$ cat src/sv/dlcd_pkg.sv
// Shared types, constants and the digit segment table for the segment LCD encoder.
// Depends on nothing; every other file of the block imports it.
package dlcd_pkg;

	localparam int unsigned NIBBLE_W = 4;

	// Largest value that each display mode can show.
	localparam logic [15:0] DEC_MAX  = 16'd9999;
	localparam logic [7:0]  PAIR_MAX = 8'd99;

	// Display modes.
	localparam logic OP_DECIMAL = 1'b0;
	localparam logic OP_TIME    = 1'b1;

	// Reciprocals for division by a constant; each is exact over the range it is used on.
	localparam logic [13:0] RECIP_1000 = 14'd8389;  // shift 23, value below 10000
	localparam int unsigned SHIFT_1000 = 23;
	localparam logic [12:0] RECIP_100  = 13'd5243;  // shift 19, value below 10000
	localparam int unsigned SHIFT_100  = 19;
	localparam logic [12:0] RECIP_10   = 13'd6554;  // shift 16, value below 10000
	localparam int unsigned SHIFT_10   = 16;
	localparam logic [7:0]  RECIP_10_PAIR = 8'd205; // shift 11, value below 128
	localparam int unsigned SHIFT_10_PAIR = 11;

	// Fixed pattern shown on the eight pins when the input is out of range.
	localparam logic [NIBBLE_W-1:0] ERR_PATTERN [8] = '{
		4'hF, 4'h8, 4'h6, 4'h0, 4'h6, 4'h0, 4'h7, 4'h2
	};

	localparam logic [NIBBLE_W-1:0] DOT_MASK = 4'h1;

	typedef struct packed {
		logic        op;
		logic [15:0] value;
		logic [7:0]  left_pair;
		logic [7:0]  right_pair;
	} dlcd_req_t;

	typedef struct packed {
		logic [NIBBLE_W-1:0] digit1_pin_a;
		logic [NIBBLE_W-1:0] digit1_pin_b;
		logic [NIBBLE_W-1:0] digit2_pin_a;
		logic [NIBBLE_W-1:0] digit2_pin_b;
		logic [NIBBLE_W-1:0] digit3_pin_a;
		logic [NIBBLE_W-1:0] digit3_pin_b;
		logic [NIBBLE_W-1:0] digit4_pin_a;
		logic [NIBBLE_W-1:0] digit4_pin_b;
		logic                range_error;
	} dlcd_rsp_t;

	// Phase nibbles for one digit, first pin in the upper half. A blanked digit is
	// handled by the caller.
	function automatic logic [2*NIBBLE_W-1:0] seg_code(input logic [3:0] digit);
		logic [2*NIBBLE_W-1:0] code;
		case (digit)
			4'd1:    code = 8'h06;
			4'd2:    code = 8'h7C;
			4'd3:    code = 8'h5E;
			4'd4:    code = 8'hC6;
			4'd5:    code = 8'hDA;
			4'd6:    code = 8'hFA;
			4'd7:    code = 8'h0E;
			4'd8:    code = 8'hFE;
			4'd9:    code = 8'hDE;
			default: code = 8'hBE;
		endcase
		return code;
	endfunction

endpackage

$ cat src/sv/dlcd_if.sv
// Valid/ready channels for display requests and encoded pin results.
// Depends on dlcd_pkg for the payload types.
interface dlcd_req_if import dlcd_pkg::*; ();
	logic      valid;
	logic      ready;
	dlcd_req_t payload;

	modport source (output valid, output payload, input ready);
	modport sink   (input valid, input payload, output ready);
endinterface

interface dlcd_rsp_if import dlcd_pkg::*; ();
	logic      valid;
	logic      ready;
	dlcd_rsp_t payload;

	modport source (output valid, output payload, input ready);
	modport sink   (input valid, input payload, output ready);
endinterface

$ cat src/sv/dlcd_encode.sv
// Combinational encoder from one display request to the eight pin nibbles and error flag.
// Depends on dlcd_pkg for types, reciprocals, segment table and error pattern.
module dlcd_encode import dlcd_pkg::*; (
	input  dlcd_req_t req,
	output dlcd_rsp_t rsp
);

	logic [13:0] dec_v;
	logic [27:0] prod_1000;
	logic [26:0] prod_100;
	logic [26:0] prod_10;
	logic [3:0]  q_1000;
	logic [6:0]  q_100;
	logic [9:0]  q_10;
	logic [3:0]  dec_d [4];

	logic [6:0]  left_v;
	logic [6:0]  right_v;
	logic [14:0] prod_left;
	logic [14:0] prod_right;
	logic [3:0]  left_tens;
	logic [3:0]  right_tens;
	logic [3:0]  time_d [4];

	logic [3:0]  dig  [4];
	logic [3:0]  show;
	logic [7:0]  code [4];
	logic        err;

	// Decimal split: each quotient comes straight from the value; below the top digit,
	// each digit is a quotient (or the value) minus ten times the next coarser one.
	always_comb begin
		dec_v     = req.value[13:0];
		prod_1000 = dec_v * RECIP_1000;
		prod_100  = dec_v * RECIP_100;
		prod_10   = dec_v * RECIP_10;
		q_1000    = prod_1000[SHIFT_1000 +: 4];
		q_100     = prod_100[SHIFT_100 +: 7];
		q_10      = prod_10[SHIFT_10 +: 10];
		dec_d[0]  = q_1000;
		dec_d[1]  = 4'(q_100 - 7'd10 * {3'b000, q_1000});
		dec_d[2]  = 4'(q_10 - 10'd10 * {3'b000, q_100});
		dec_d[3]  = 4'(dec_v - 14'd10 * {4'b0000, q_10});
	end

	always_comb begin
		left_v     = req.left_pair[6:0];
		right_v    = req.right_pair[6:0];
		prod_left  = left_v * RECIP_10_PAIR;
		prod_right = right_v * RECIP_10_PAIR;
		left_tens  = prod_left[SHIFT_10_PAIR +: 4];
		right_tens = prod_right[SHIFT_10_PAIR +: 4];
		time_d[0]  = left_tens;
		time_d[1]  = 4'(left_v - 7'd10 * {3'b000, left_tens});
		time_d[2]  = right_tens;
		time_d[3]  = 4'(right_v - 7'd10 * {3'b000, right_tens});
	end

	always_comb begin
		if (req.op == OP_TIME) begin
			err = (req.left_pair > PAIR_MAX) || (req.right_pair > PAIR_MAX);
			for (int i = 0; i < 4; i++) begin
				dig[i] = time_d[i];
			end
		end else begin
			err = req.value > DEC_MAX;
			for (int i = 0; i < 4; i++) begin
				dig[i] = dec_d[i];
			end
		end

		// Leading zeros go dark; in time mode the second field is always lit.
		show[0] = dig[0] != 4'd0;
		show[1] = show[0] || (dig[1] != 4'd0);
		show[2] = show[1] || (dig[2] != 4'd0) || (req.op == OP_TIME);
		show[3] = 1'b1;

		for (int i = 0; i < 4; i++) begin
			code[i] = show[i] ? seg_code(dig[i]) : 8'h00;
		end

		if (err) begin
			rsp.digit1_pin_a = ERR_PATTERN[0];
			rsp.digit1_pin_b = ERR_PATTERN[1];
			rsp.digit2_pin_a = ERR_PATTERN[2];
			rsp.digit2_pin_b = ERR_PATTERN[3];
			rsp.digit3_pin_a = ERR_PATTERN[4];
			rsp.digit3_pin_b = ERR_PATTERN[5];
			rsp.digit4_pin_a = ERR_PATTERN[6];
			rsp.digit4_pin_b = ERR_PATTERN[7];
			rsp.range_error  = 1'b1;
		end else begin
			rsp.digit1_pin_a = code[0][7:4];
			rsp.digit1_pin_b = code[0][3:0];
			rsp.digit2_pin_a = code[1][7:4];
			rsp.digit2_pin_b = code[1][3:0];
			rsp.digit3_pin_a = code[2][7:4];
			rsp.digit3_pin_b = code[2][3:0];
			rsp.digit4_pin_a = code[3][7:4];
			rsp.digit4_pin_b = (req.op == OP_TIME) ? (code[3][3:0] | DOT_MASK) : code[3][3:0];
			rsp.range_error  = 1'b0;
		end
	end

endmodule

$ cat src/sv/decimal_to_lcd_segment_encoder_core.sv
// Top level of the segment LCD encoder: input register, encoder, result register.
// Depends on dlcd_pkg, dlcd_req_if, dlcd_rsp_if and dlcd_encode.

// The block accepts one display request per clock cycle unless the result side stalls.
// A request is held in the input register, passes through the encoder logic and
// lands in the result register. Each register advances on its own, so a stalled
// result still lets one more request in, and the block runs at full rate whenever
// the result side takes a beat every cycle. There is no configuration and no state
// that lasts beyond one request.
module decimal_to_lcd_segment_encoder_core import dlcd_pkg::*; (
	input  logic          clk,
	input  logic          arst_n,
	dlcd_req_if.sink      request,
	dlcd_rsp_if.source    result
);

	logic      valid_s1;
	dlcd_req_t req_s1;
	logic      valid_s2;
	dlcd_rsp_t rsp_s2;
	dlcd_rsp_t enc_rsp;
	logic      load_s2;

	dlcd_encode u_encode (
		.req (req_s1),
		.rsp (enc_rsp)
	);

	assign load_s2       = !valid_s2 || result.ready;
	assign request.ready = !valid_s1 || load_s2;

	always_ff @(posedge clk or negedge arst_n) begin
		if (!arst_n) begin
			valid_s1 <= 1'b0;
			valid_s2 <= 1'b0;
		end else begin
			if (request.ready) begin
				valid_s1 <= request.valid;
			end
			if (load_s2) begin
				valid_s2 <= valid_s1;
			end
		end
	end

	always_ff @(posedge clk) begin
		if (request.ready) begin
			req_s1 <= request.payload;
		end
		if (load_s2) begin
			rsp_s2 <= enc_rsp;
		end
	end

	assign result.valid   = valid_s2;
	assign result.payload = rsp_s2;

endmodule
$ cat src/flat_wrapper.sv
// flat-port wrapper written by rule: the top's interface ports become plain ports
module decimal_to_lcd_segment_encoder_core_flat import dlcd_pkg::*;
  (clk, arst_n, request_valid, request_payload, request_ready, result_valid, result_payload, result_ready);
  dlcd_req_if request_i ();
  dlcd_rsp_if result_i ();
  input  logic clk;
  input  logic arst_n;
  input wire logic [$bits(request_i.valid)-1:0] request_valid;
  input wire logic [$bits(request_i.payload)-1:0] request_payload;
  output wire logic [$bits(request_i.ready)-1:0] request_ready;
  output wire logic [$bits(result_i.valid)-1:0] result_valid;
  output wire logic [$bits(result_i.payload)-1:0] result_payload;
  input wire logic [$bits(result_i.ready)-1:0] result_ready;
  assign request_i.valid = request_valid;
  assign request_i.payload = request_payload;
  assign request_ready = request_i.ready;
  assign result_valid = result_i.valid;
  assign result_payload = result_i.payload;
  assign result_i.ready = result_ready;
  decimal_to_lcd_segment_encoder_core u_core (.clk(clk), .arst_n(arst_n), .request(request_i), .result(result_i));
endmodule
$ cat config.mk
export PLATFORM = sky130hd
export DESIGN_NAME = decimal_to_lcd_segment_encoder_core_flat
export DESIGN_NICKNAME = d
export VERILOG_FILES = /design/src/sv/dlcd_pkg.sv /design/src/sv/dlcd_if.sv /design/src/sv/dlcd_encode.sv /design/src/sv/decimal_to_lcd_segment_encoder_core.sv /design/src/flat_wrapper.sv
export SDC_FILE = /design/constraint.sdc
export NUM_CORES = 1
export LEC_CHECK = 0
export ABC_AREA = 1
export ABC_CLOCK_PERIOD_IN_PS = 18900
export BUFFER_PORTS_ARGS = -buffer_cell sky130_fd_sc_hd__buf_2
export CORE_MARGIN = 2
export CORE_UTILIZATION = 25
export CTS_CLUSTER_DIAMETER = 80
export DETAILED_ROUTE_END_ITERATION = 12
export PLACE_DENSITY_LB_ADDON = 0.3
export REMOVE_ABC_BUFFERS = 1
export SYNTH_ARGS = -nofsm -noshare
export SYNTH_HDL_FRONTEND = slang
export SYNTH_SLANG_ARGS = --single-unit
export TNS_END_PERCENT = 10
$ cat constraint.sdc
create_clock -name clk -period 18.9 [get_ports clk]
set_input_delay 0.945 -clock clk [delete_from_list [all_inputs] [get_ports clk]]
set_output_delay 0.945 -clock clk [all_outputs]
set_load 0.1 [all_outputs]
Word level (Yosys, flattened, before mapping):

Memory sizes are Yosys's and may differ from the RTL's. A register that Yosys moved wholly into a read port is not among the register bits.
Index checks and enable logic that the tools add are counted.
W data, S select, Z words.

* multipliers: 10
* muxes and demuxes: 7
* $add $sub $neg: 5
* reduce and logical (&&, ||, !) cells: 14
* magnitude comparators: 3
* bitwise operators: 3

Operator list (count)
* $mul A7 B8 Y15 const B: 2
* $mul A14 B14 Y27 const B: 1
* $mul A14 B13 Y26 const B: 1
* $mul A14 B12 Y25 const B: 1
* $sub A4 B4 Y4: 5
* $gt A16 B14 Y1 const B: 1
* $gt A8 B7 Y1 const B: 2
* $mux W16: 1
* $mux W7: 2
* $mul A3 B4 Y3 const A: 3
* $reduce_bool A4 Y1: 3
* $mul A3 B10 Y3 const A: 1
* $mux W8: 1
* $mul A3 B7 Y3 const A: 1
* $logic_or A1 B1 Y1: 6
* $reduce_or A2 Y1: 3
* $mux W1: 3
* $not A1 Y1: 3
* $logic_not A1 Y1: 2

* memory bits (read-only): 448
* memories: 4
* input bits: 37
* flip-flop bits (word level): 64
* output and inout port bits: 35

Memories
* (no name shown): depth 16, width 7, read ports 1, clocked after Yosys merged registers in 0, wr ports 0, line dlcd_pkg.sv:55 `case (digit)`
* (no name shown): depth 16, width 7, read ports 1, clocked after Yosys merged registers in 0, wr ports 0, line dlcd_pkg.sv:55
* (no name shown): depth 16, width 7, read ports 1, clocked after Yosys merged registers in 0, wr ports 0, line dlcd_pkg.sv:55
* (no name shown): depth 16, width 7, read ports 1, clocked after Yosys merged registers in 1, wr ports 0, line dlcd_pkg.sv:55

Longest topological paths before layout:

Gate-level depths: netlist of the first run.

* depth after elaboration: 10
* gate-level depth with buffers: 34
* depth with buffers taken out: 34

By module:

A second synthesis of the first run with hierarchy kept.

* cells, all modules: 1593
* area total of the unflattened synthesis: 13510.5 um^2

By module, submodules not included
* dlcd_encode: area an instance 11446.0 um^2, seq. area each 0.0 um^2, cells an instance 1518, times used 1
* decimal_to_lcd_segment_encoder_core: area an instance 2064.5 um^2, seq. area each 2031.9 um^2, cells an instance 75, times used 1

Worst setup path after synthesis of the first run:

OpenSTA, ideal clock, no wires.

* kind: register to register
* start point: reg u_core.req_s1[23] (netlist name)
* end point: reg u_core.rsp_s2, in the netlist u_core.result.payload[11], data pin
* setup time: 0.257 ns
* arrival time: 5.779 ns
* stages on the path, launching flop included: 26
* setup slack: 12.864 ns
* clock period less this slack: 6.036 ns
* data required time: 18.643 ns
* path through: edfxtp_1 > inv_1 > ha_1 > inv_1 > fa_1 > fa_1 > fa_1 > fa_1 > inv_1 > ha_1 > a21oi_1 > o21ai_0 > nor2_1 > nor2_1 > nor2_1 > xor2_1 > ha_1 > inv_1 > fa_1 > or2_2 > nand2_1 > nand3_1 > nor2_1 > nand2_2 > nand2_2 > nor2_1

* cells in the longest elaborated chain, start to end: 10
* elaborated cells on any way between the ends: 19
* those cells by class: 2 x add/sub; 5 x mul; 1 x order compare; 2 x mux; 1 x bitwise; 7 x reduce/logical; 1 x memory

Ends and longest elaborated chain
* start, declared: line decimal_to_lcd_segment_encoder_core.sv:18 `dlcd_req_t req_s1;`
* start signal, assigned: line decimal_to_lcd_segment_encoder_core.sv:48 `req_s1 <= request.payload;`
* branches (longest 10 deep; another with $mul A14 B13 Y26)
* end signal, assigned: line decimal_to_lcd_segment_encoder_core.sv:51 `rsp_s2 <= enc_rsp;`
* end, declared: line decimal_to_lcd_segment_encoder_core.sv:20 `dlcd_rsp_t rsp_s2;`

Parallel ways; which one is timed is not known.
A chain may end at the register's enable or synchronous reset.

Final worst setup path of the first run:

* start point: reg u_core.req_s1[22] (netlist name)
* end point: reg u_core.rsp_s2, in the netlist u_core.result.payload[11], data pin

The elaborated chain is that of the path after synthesis.

==> flow_summary_export.csv, run 1 <==
group,metric,value,unit
cells_and_area,diodes,0,
detailed_routing,dr.pass1.iters,5,
place,portBuffers,68,
logic_synthesis,synth.ff_latch_count,65,
worst_setup_path,reg2reg_depth,25,
cells_and_area,area_growth,11.3,%
clock_tree,postCtsSetupRepairBufs,0,
detailed_routing,wl,33500,µm
logic_synthesis,yosys_warnings,0,
worst_setup_path,cp-start-kind,"flip-flop",
worst_setup_path,end_kind,"flip-flop",
worst_setup_path,worstPathArrival,7.11,ns
sta,fin_skew,0.0313,ns
detailed_routing,wl_per_cell,14.4,µm
floorplanning,die_y,234,µm
cells_and_area,fin_nets,2126,
worst_hold_path,hold_path_class,"primary input to asynchronous set/reset pin",
logic_synthesis,ys_types,46,
job,maxCapViolations,0,
sta,timing.final.hold_violations,0,
detailed_routing,detail-route-antenna-nets,0,
logic_synthesis,synth_area,13200,µm²
worst_setup_path,ff2ff_setup_slack,11.90,ns
worst_setup_path,crit_required,19.02,ns
global_route,grt_max_degree,36,
logic_synthesis,syn_avg_cell_area,8.44,µm²
detailed_routing,drc,0,
sta,finalWorstPathRequiredPeriod,7.00,ns
sta,maxSlewHeadroom,38.5,%
sta,fin_crit_sh,37.0,%
floorplanning,placementRows,84,
global_route,grt_pass1_wl,54700,µm
floorplanning,design.core.area,52300,µm²
floorplanning,dieArea,54700,µm²
sta,tns,0,ns
sta,fin_ws,11.90,ns
worst_setup_path,r2r_start,"u_core.req_s1[22]",
place,place_worst_setup_slack,11.92,ns
logic_synthesis,synthCells,1564,
logic_synthesis,synthFlopType,"edfxtp_1",
cells_and_area,final_common_cell,"inv_1",
global_route,antenna_found_initial,0,
sta,drv_slew,0,
cells_and_area,drive_above_1_share,7.00,%
place,hpwl,29000,µm
sta,rsz0062_at_grt,"no",
worst_setup_path,path_class,"flip-flop to flip-flop",
detailed_routing,viasPerCell,4.27,
sta,tightest_slew,0.922,ns
place,place_congestion,0.893,
clock_tree,cts_hold_buffers,0,
clock_tree,cts_buffers,9,
global_route,grt_pass1_vias,10400,
global_route,grt_overflow,0,
floorplanning,ios,72,
floorplanning,dieWidth,234,µm
worst_setup_path,r2r-end,"u_core.result.payload[11]",
logic_synthesis,seq_area_frac_synth,14.7,%
cells_and_area,mostFrequentLayoutCells,"inv_1 (408), ha_1 (302), nand2_1 (289)",
worst_setup_path,critPathMaxFanout,11,
clock_tree,clkTransAtPathRegs,0.07,ns
detailed_routing,vias,9947,
global_route,grt_usage,13.0,%
clock_tree,clock-sinks,65,
clock_tree,clk_latency,0.39,ns
detailed_routing,dr.first_iter.drc_count,492,
clock_tree,clockBufferDepth,2,
run_status,status,"finished, final reports clean",
clock_tree,cts_resized,0,
logic_synthesis,async_flop_share,3.08,%
sta,setup_viol,0,
clock_tree,cts_root_buf,"clkbuf_16",
logic_synthesis,synth_edf_count,63,
cells_and_area,utilization,28.1,%
sta,fmax,143,MHz
clock_tree,htree_levels,3,
clock_tree,cts_tree,"yes",
floorplanning,initial_core_util,25.2,%
## kinds of logic after synthesis
group / share of synthesized area (%)
AO/OA/AOI/OAI: 5.55
XOR/XNOR: 1.46
adder cells (fa/ha/maj): 51.1
buffers and inverters: 12.2
flip-flops: 14.7
other: 0.0284
AND/OR/NAND/NOR: 15.0
## metrics by stage
stage / instances / hold WS (ns) / cell area, µm²
2_1_floorplan: 1557 / 0.435 / 13200
3_3_place_gp: 2316 / 0.472 / 14400
3_5_place_dp: 2316 / 0.480 / 14400
4_1_cts: 2332 / 0.343 / 14700
5_1_grt: 2332 / 0.345 / 14700
6_report: 2332 / 0.363 / 14700
## registers in the layout, summed over array words and instances (netlist names)
register and cells:
u_core.result.valid 1, u_core.result.payload 30, u_core.valid_s1 1, u_core.req_s1 33
## layer usage
layer | vias up | track usage [%] | wire [µm]
met1 | 4747 | 17.1 | 15800
met2 | 125 | 21.8 | 15800
met5 | - | 0 | 0
met3 | 37 | 2.07 | 913
li1 | 5038 | - | -
met4 | 0 | 4.15 | 902
## Yosys cell counts, types with 3 or more instances
master    number  share of area (%)
a21o_1         4               0.23
a21oi_1       56                2.1
a22oi_1        4               0.23
buf_2          3               0.11
buf_4          3               0.17
clkbuf_1       3              0.085
edfxtp_1      63                 14
fa_1         148                 22
ha_1         302                 29
inv_1        408                 12
inv_2          6               0.17
nand2_1      289                8.2
nand2_2        7               0.33
nand3_1       55                2.1
nand3b_1       3               0.17
nand4_1       18               0.85
nor2_1        78                2.2
nor3_1         6               0.23
o21a_1         3               0.17
o21ai_0       33                1.3
o21ai_1       11               0.42
o21bai_1       6               0.34
or2_1          3               0.14
or2_2          6               0.28
xnor2_1       12               0.80
xor2_1        10               0.66
## how the worst max path moves through the flow
stage	slack, ns	to	cells after the start	from
2_1_floorplan	12.86	u_core.result.payload[11]	25	u_core.req_s1[23]
3_3_place_gp	12.00	u_core.result.payload[11]	28	u_core.req_s1[24]
3_5_place_dp	11.92	u_core.result.payload[11]	25	u_core.req_s1[23]
4_1_cts	11.87	u_core.result.payload[11]	25	u_core.req_s1[23]
5_1_grt	11.42	u_core.result.payload[11]	30	u_core.req_s1[23]
6_report	11.90	u_core.result.payload[11]	25	u_core.req_s1[22]
## critical path: stages, from the launching register on
cell	delay [ns]
edfxtp_1	0.71
inv_1	0.27
ha_1	0.44
inv_1	0.09
fa_1	0.50
fa_1	0.51
fa_1	0.51
fa_1	0.55
inv_1	0.05
ha_1	0.34
a21oi_1	0.16
o21ai_0	0.13
nor2_1	0.12
nor2_1	0.05
nor2_1	0.11
xor2_1	0.47
ha_1	0.24
inv_1	0.05
fa_1	0.41
or2_2	0.27
nand2_1	0.20
nand3_1	0.15
nor2_1	0.14
nand2_2	0.08
nand2_2	0.10
nor2_1	0.06
## cell type report
| class | count | area [µm²] |
|---|---|---|
| multi-input cells | 1076 | 9660 |
| inverters | 416 | 1560 |
| clock inverters | 7 | 82.6 |
| repair buffers | 71 | 363 |
| fillers | 5665 | 37600 |
| well taps | 688 | 861 |
| flip-flops and latches | 65 | 1940 |
| clock buffers | 9 | 225 |
Power of run 1 is left out: the tool's default activity adds up to more than one toggle a clock period on the data nets, which glitch-free logic cannot reach.
==> run 2: changes to the inputs <==
--- a/config.mk
+++ b/config.mk
@@ -6,7 +6,7 @@
 export NUM_CORES = 1
 export LEC_CHECK = 0
 export ABC_AREA = 1
-export ABC_CLOCK_PERIOD_IN_PS = 18900
+export ABC_CLOCK_PERIOD_IN_PS = 5900
 export BUFFER_PORTS_ARGS = -buffer_cell sky130_fd_sc_hd__buf_2
 export CORE_MARGIN = 2
 export CORE_UTILIZATION = 25
==> constraint.sdc (replaced) <==
create_clock -name clk -period 5.9 [get_ports clk]
set_input_delay 0.295 -clock clk [delete_from_list [all_inputs] [get_ports clk]]
set_output_delay 0.295 -clock clk [all_outputs]
set_load 0.1 [all_outputs]
==> flow_summary_export.csv, run 2 (synthesis gave the netlist of run 1 again) <==
group,metric,value,unit
worst_setup_path,path_class,"flip-flop to flip-flop",
worst_hold_path,holdCritStartpoint,"request_payload[17]",
clock_tree,htree_levels,3,
worst_hold_path,whs_endpoint,"u_core.req_s1[17]",
clock_tree,clkTransAtPathRegs,0.07,ns
run_status,status,"complete, but fails checks",
cells_and_area,diodes,0,
detailed_routing,dr.pass1.iters,5,
worst_setup_path,cpMaxStageDelayCell,"edfxtp_1",
clock_tree,clk_latency,0.37,ns
sta,finalWorstPathRequiredPeriod,6.06,ns
sta,setup_viol,14,
clock_tree,cts_buffers,9,
place,place_worst_setup_slack,-0.501,ns
cells_and_area,area_growth,32.9,%
run_status,violations,"negative setup slack",
floorplanning,dieWidth,234,µm
floorplanning,ios,72,
worst_setup_path,reg2reg_depth,32,
floorplanning,initial_core_util,25.2,%
worst_setup_path,r2r_start,"u_core.req_s1[21]",
global_route,grt_usage,14.1,%
detailed_routing,dr.first_iter.drc_count,416,
detailed_routing,detail-route-antenna-nets,0,
place,portBuffers,68,
sta,fin_skew,0.0191,ns
job,maxCapViolations,0,
worst_setup_path,cp_top_family,"adder cells",
sta,fin_ws,-0.160,ns
cells_and_area,top_register,"u_core.req_s1",
worst_hold_path,hold_path_class,"primary input to flip-flop",
sta,fmax,165,MHz
global_route,antenna_found_initial,0,
cells_and_area,largest_reg_flops,33,
worst_setup_path,critPathMaxFanout,4,
sta,timing.final.hold_violations,0,
global_route,grt_pass1_vias,11700,
detailed_routing,wl,37100,µm
sta,tightest_slew,0.777,ns
cells_and_area,stdcell_count,2580,
global_route,grt_max_degree,36,
sta,fin_crit_sh,103,%
sta,maxSlewHeadroom,48.1,%
worst_setup_path,ff2ff_setup_slack,-0.16,ns
worst_setup_path,crit_required,5.98,ns
detailed_routing,vias,11000,
detailed_routing,drc,0,
place,place_congestion,0.882,
worst_hold_path,whs_path_depth,1,
clock_tree,cts_root_buf,"clkbuf_16",
cells_and_area,fin_nets,2374,
clock_tree,clock-sinks,65,
worst_setup_path,slowest_delay,0.53,ns
sta,drv_slew,0,
cells_and_area,final_common_cell,"inv_1",
floorplanning,dieArea,54700,µm²
cells_and_area,mostFrequentLayoutCells,"inv_1 (385), nand2_1 (260), ha_1 (257)",
clock_tree,clockBufferDepth,2,
floorplanning,die_y,234,µm
worst_setup_path,r2r-end,"u_core.result.payload[22]",
place,hpwl,31400,µm
floorplanning,design.core.area,52300,µm²
detailed_routing,viasPerCell,4.24,
cells_and_area,drive_above_1_share,27.2,%
cells_and_area,fillers,5465,
place,dpl.cell_count,2512,
sta,rsz0062_at_grt,"yes",
detailed_routing,wl_per_cell,14.4,µm
cells_and_area,utilization,33.5,%
floorplanning,placementRows,84,
worst_setup_path,end_kind,"flip-flop",
global_route,grt_overflow,0,
sta,tns,-1.74,ns
worst_setup_path,cp-start-kind,"flip-flop",
clock_tree,cts_tree,"yes",
worst_setup_path,worstPathArrival,6.14,ns
worst_setup_path,crit_top_cell,"buf_4",
global_route,grt_pass1_wl,59500,µm
worst_setup_path,path_buf_inv,15,
## run 2: metal layers
metal	routed length, µm	track usage [%]	vias to the layer above	share of wire [%]
met5	0	0	-	0
met4	995	4.65	0	2.7
li1	-	-	5529	-
met1	17300	18.3	5235	46
met3	1210	2.04	37	3.3
met2	17700	23.8	151	48
## run 2: through the flow
step / hold WS [ns] / area, µm²
after CTS: 0.0690 / 17100
final: 0.0959 / 17500
after floorplan: -0.000591 / 13200
after detailed placement: 0.0868 / 15900
after global routing: 0.0786 / 17500
after global placement: 0.0803 / 15900
## run 2: how the worst max path moves through the flow
stage                      startpoint                         to  cells past startpoint
finish              u_core.req_s1[21]  u_core.result.payload[22]                     32
global route        u_core.req_s1[26]  u_core.result.payload[23]                     30
CTS                 u_core.req_s1[24]  u_core.result.payload[15]                     36
detailed placement  u_core.req_s1[22]  u_core.result.payload[12]                     30
global placement    u_core.req_s1[20]  u_core.result.payload[11]                     34
floorplan           u_core.req_s1[23]  u_core.result.payload[11]                     25
## run 2: repair_timing
action | 4_1_cts | 5_1_grt
hold buffers | 1 | 0
endpoints found under the setup margin | 21 | 28
buffers inserted | 42 | 10
resized for setup | 115 | 84
gates cloned | 1 | 0
pin swaps | 86 | 61
hold endpoints to repair | 2 | 0
## run 2: cell type report
class | count | area (µm²) | area share [%]
clock buffers | 10 | 239 | 1.36
clock inverters | 6 | 42.5 | 0.242
inverters | 416 | 1570 | 8.93
multi-input cells | 1076 | 10500 | 60.0
flip-flops and latches | 65 | 1940 | 11.1
well taps | 688 | 861 | 4.91
repair buffers | 319 | 2360 | 13.4
Power of run 2 is left out for the same reason.
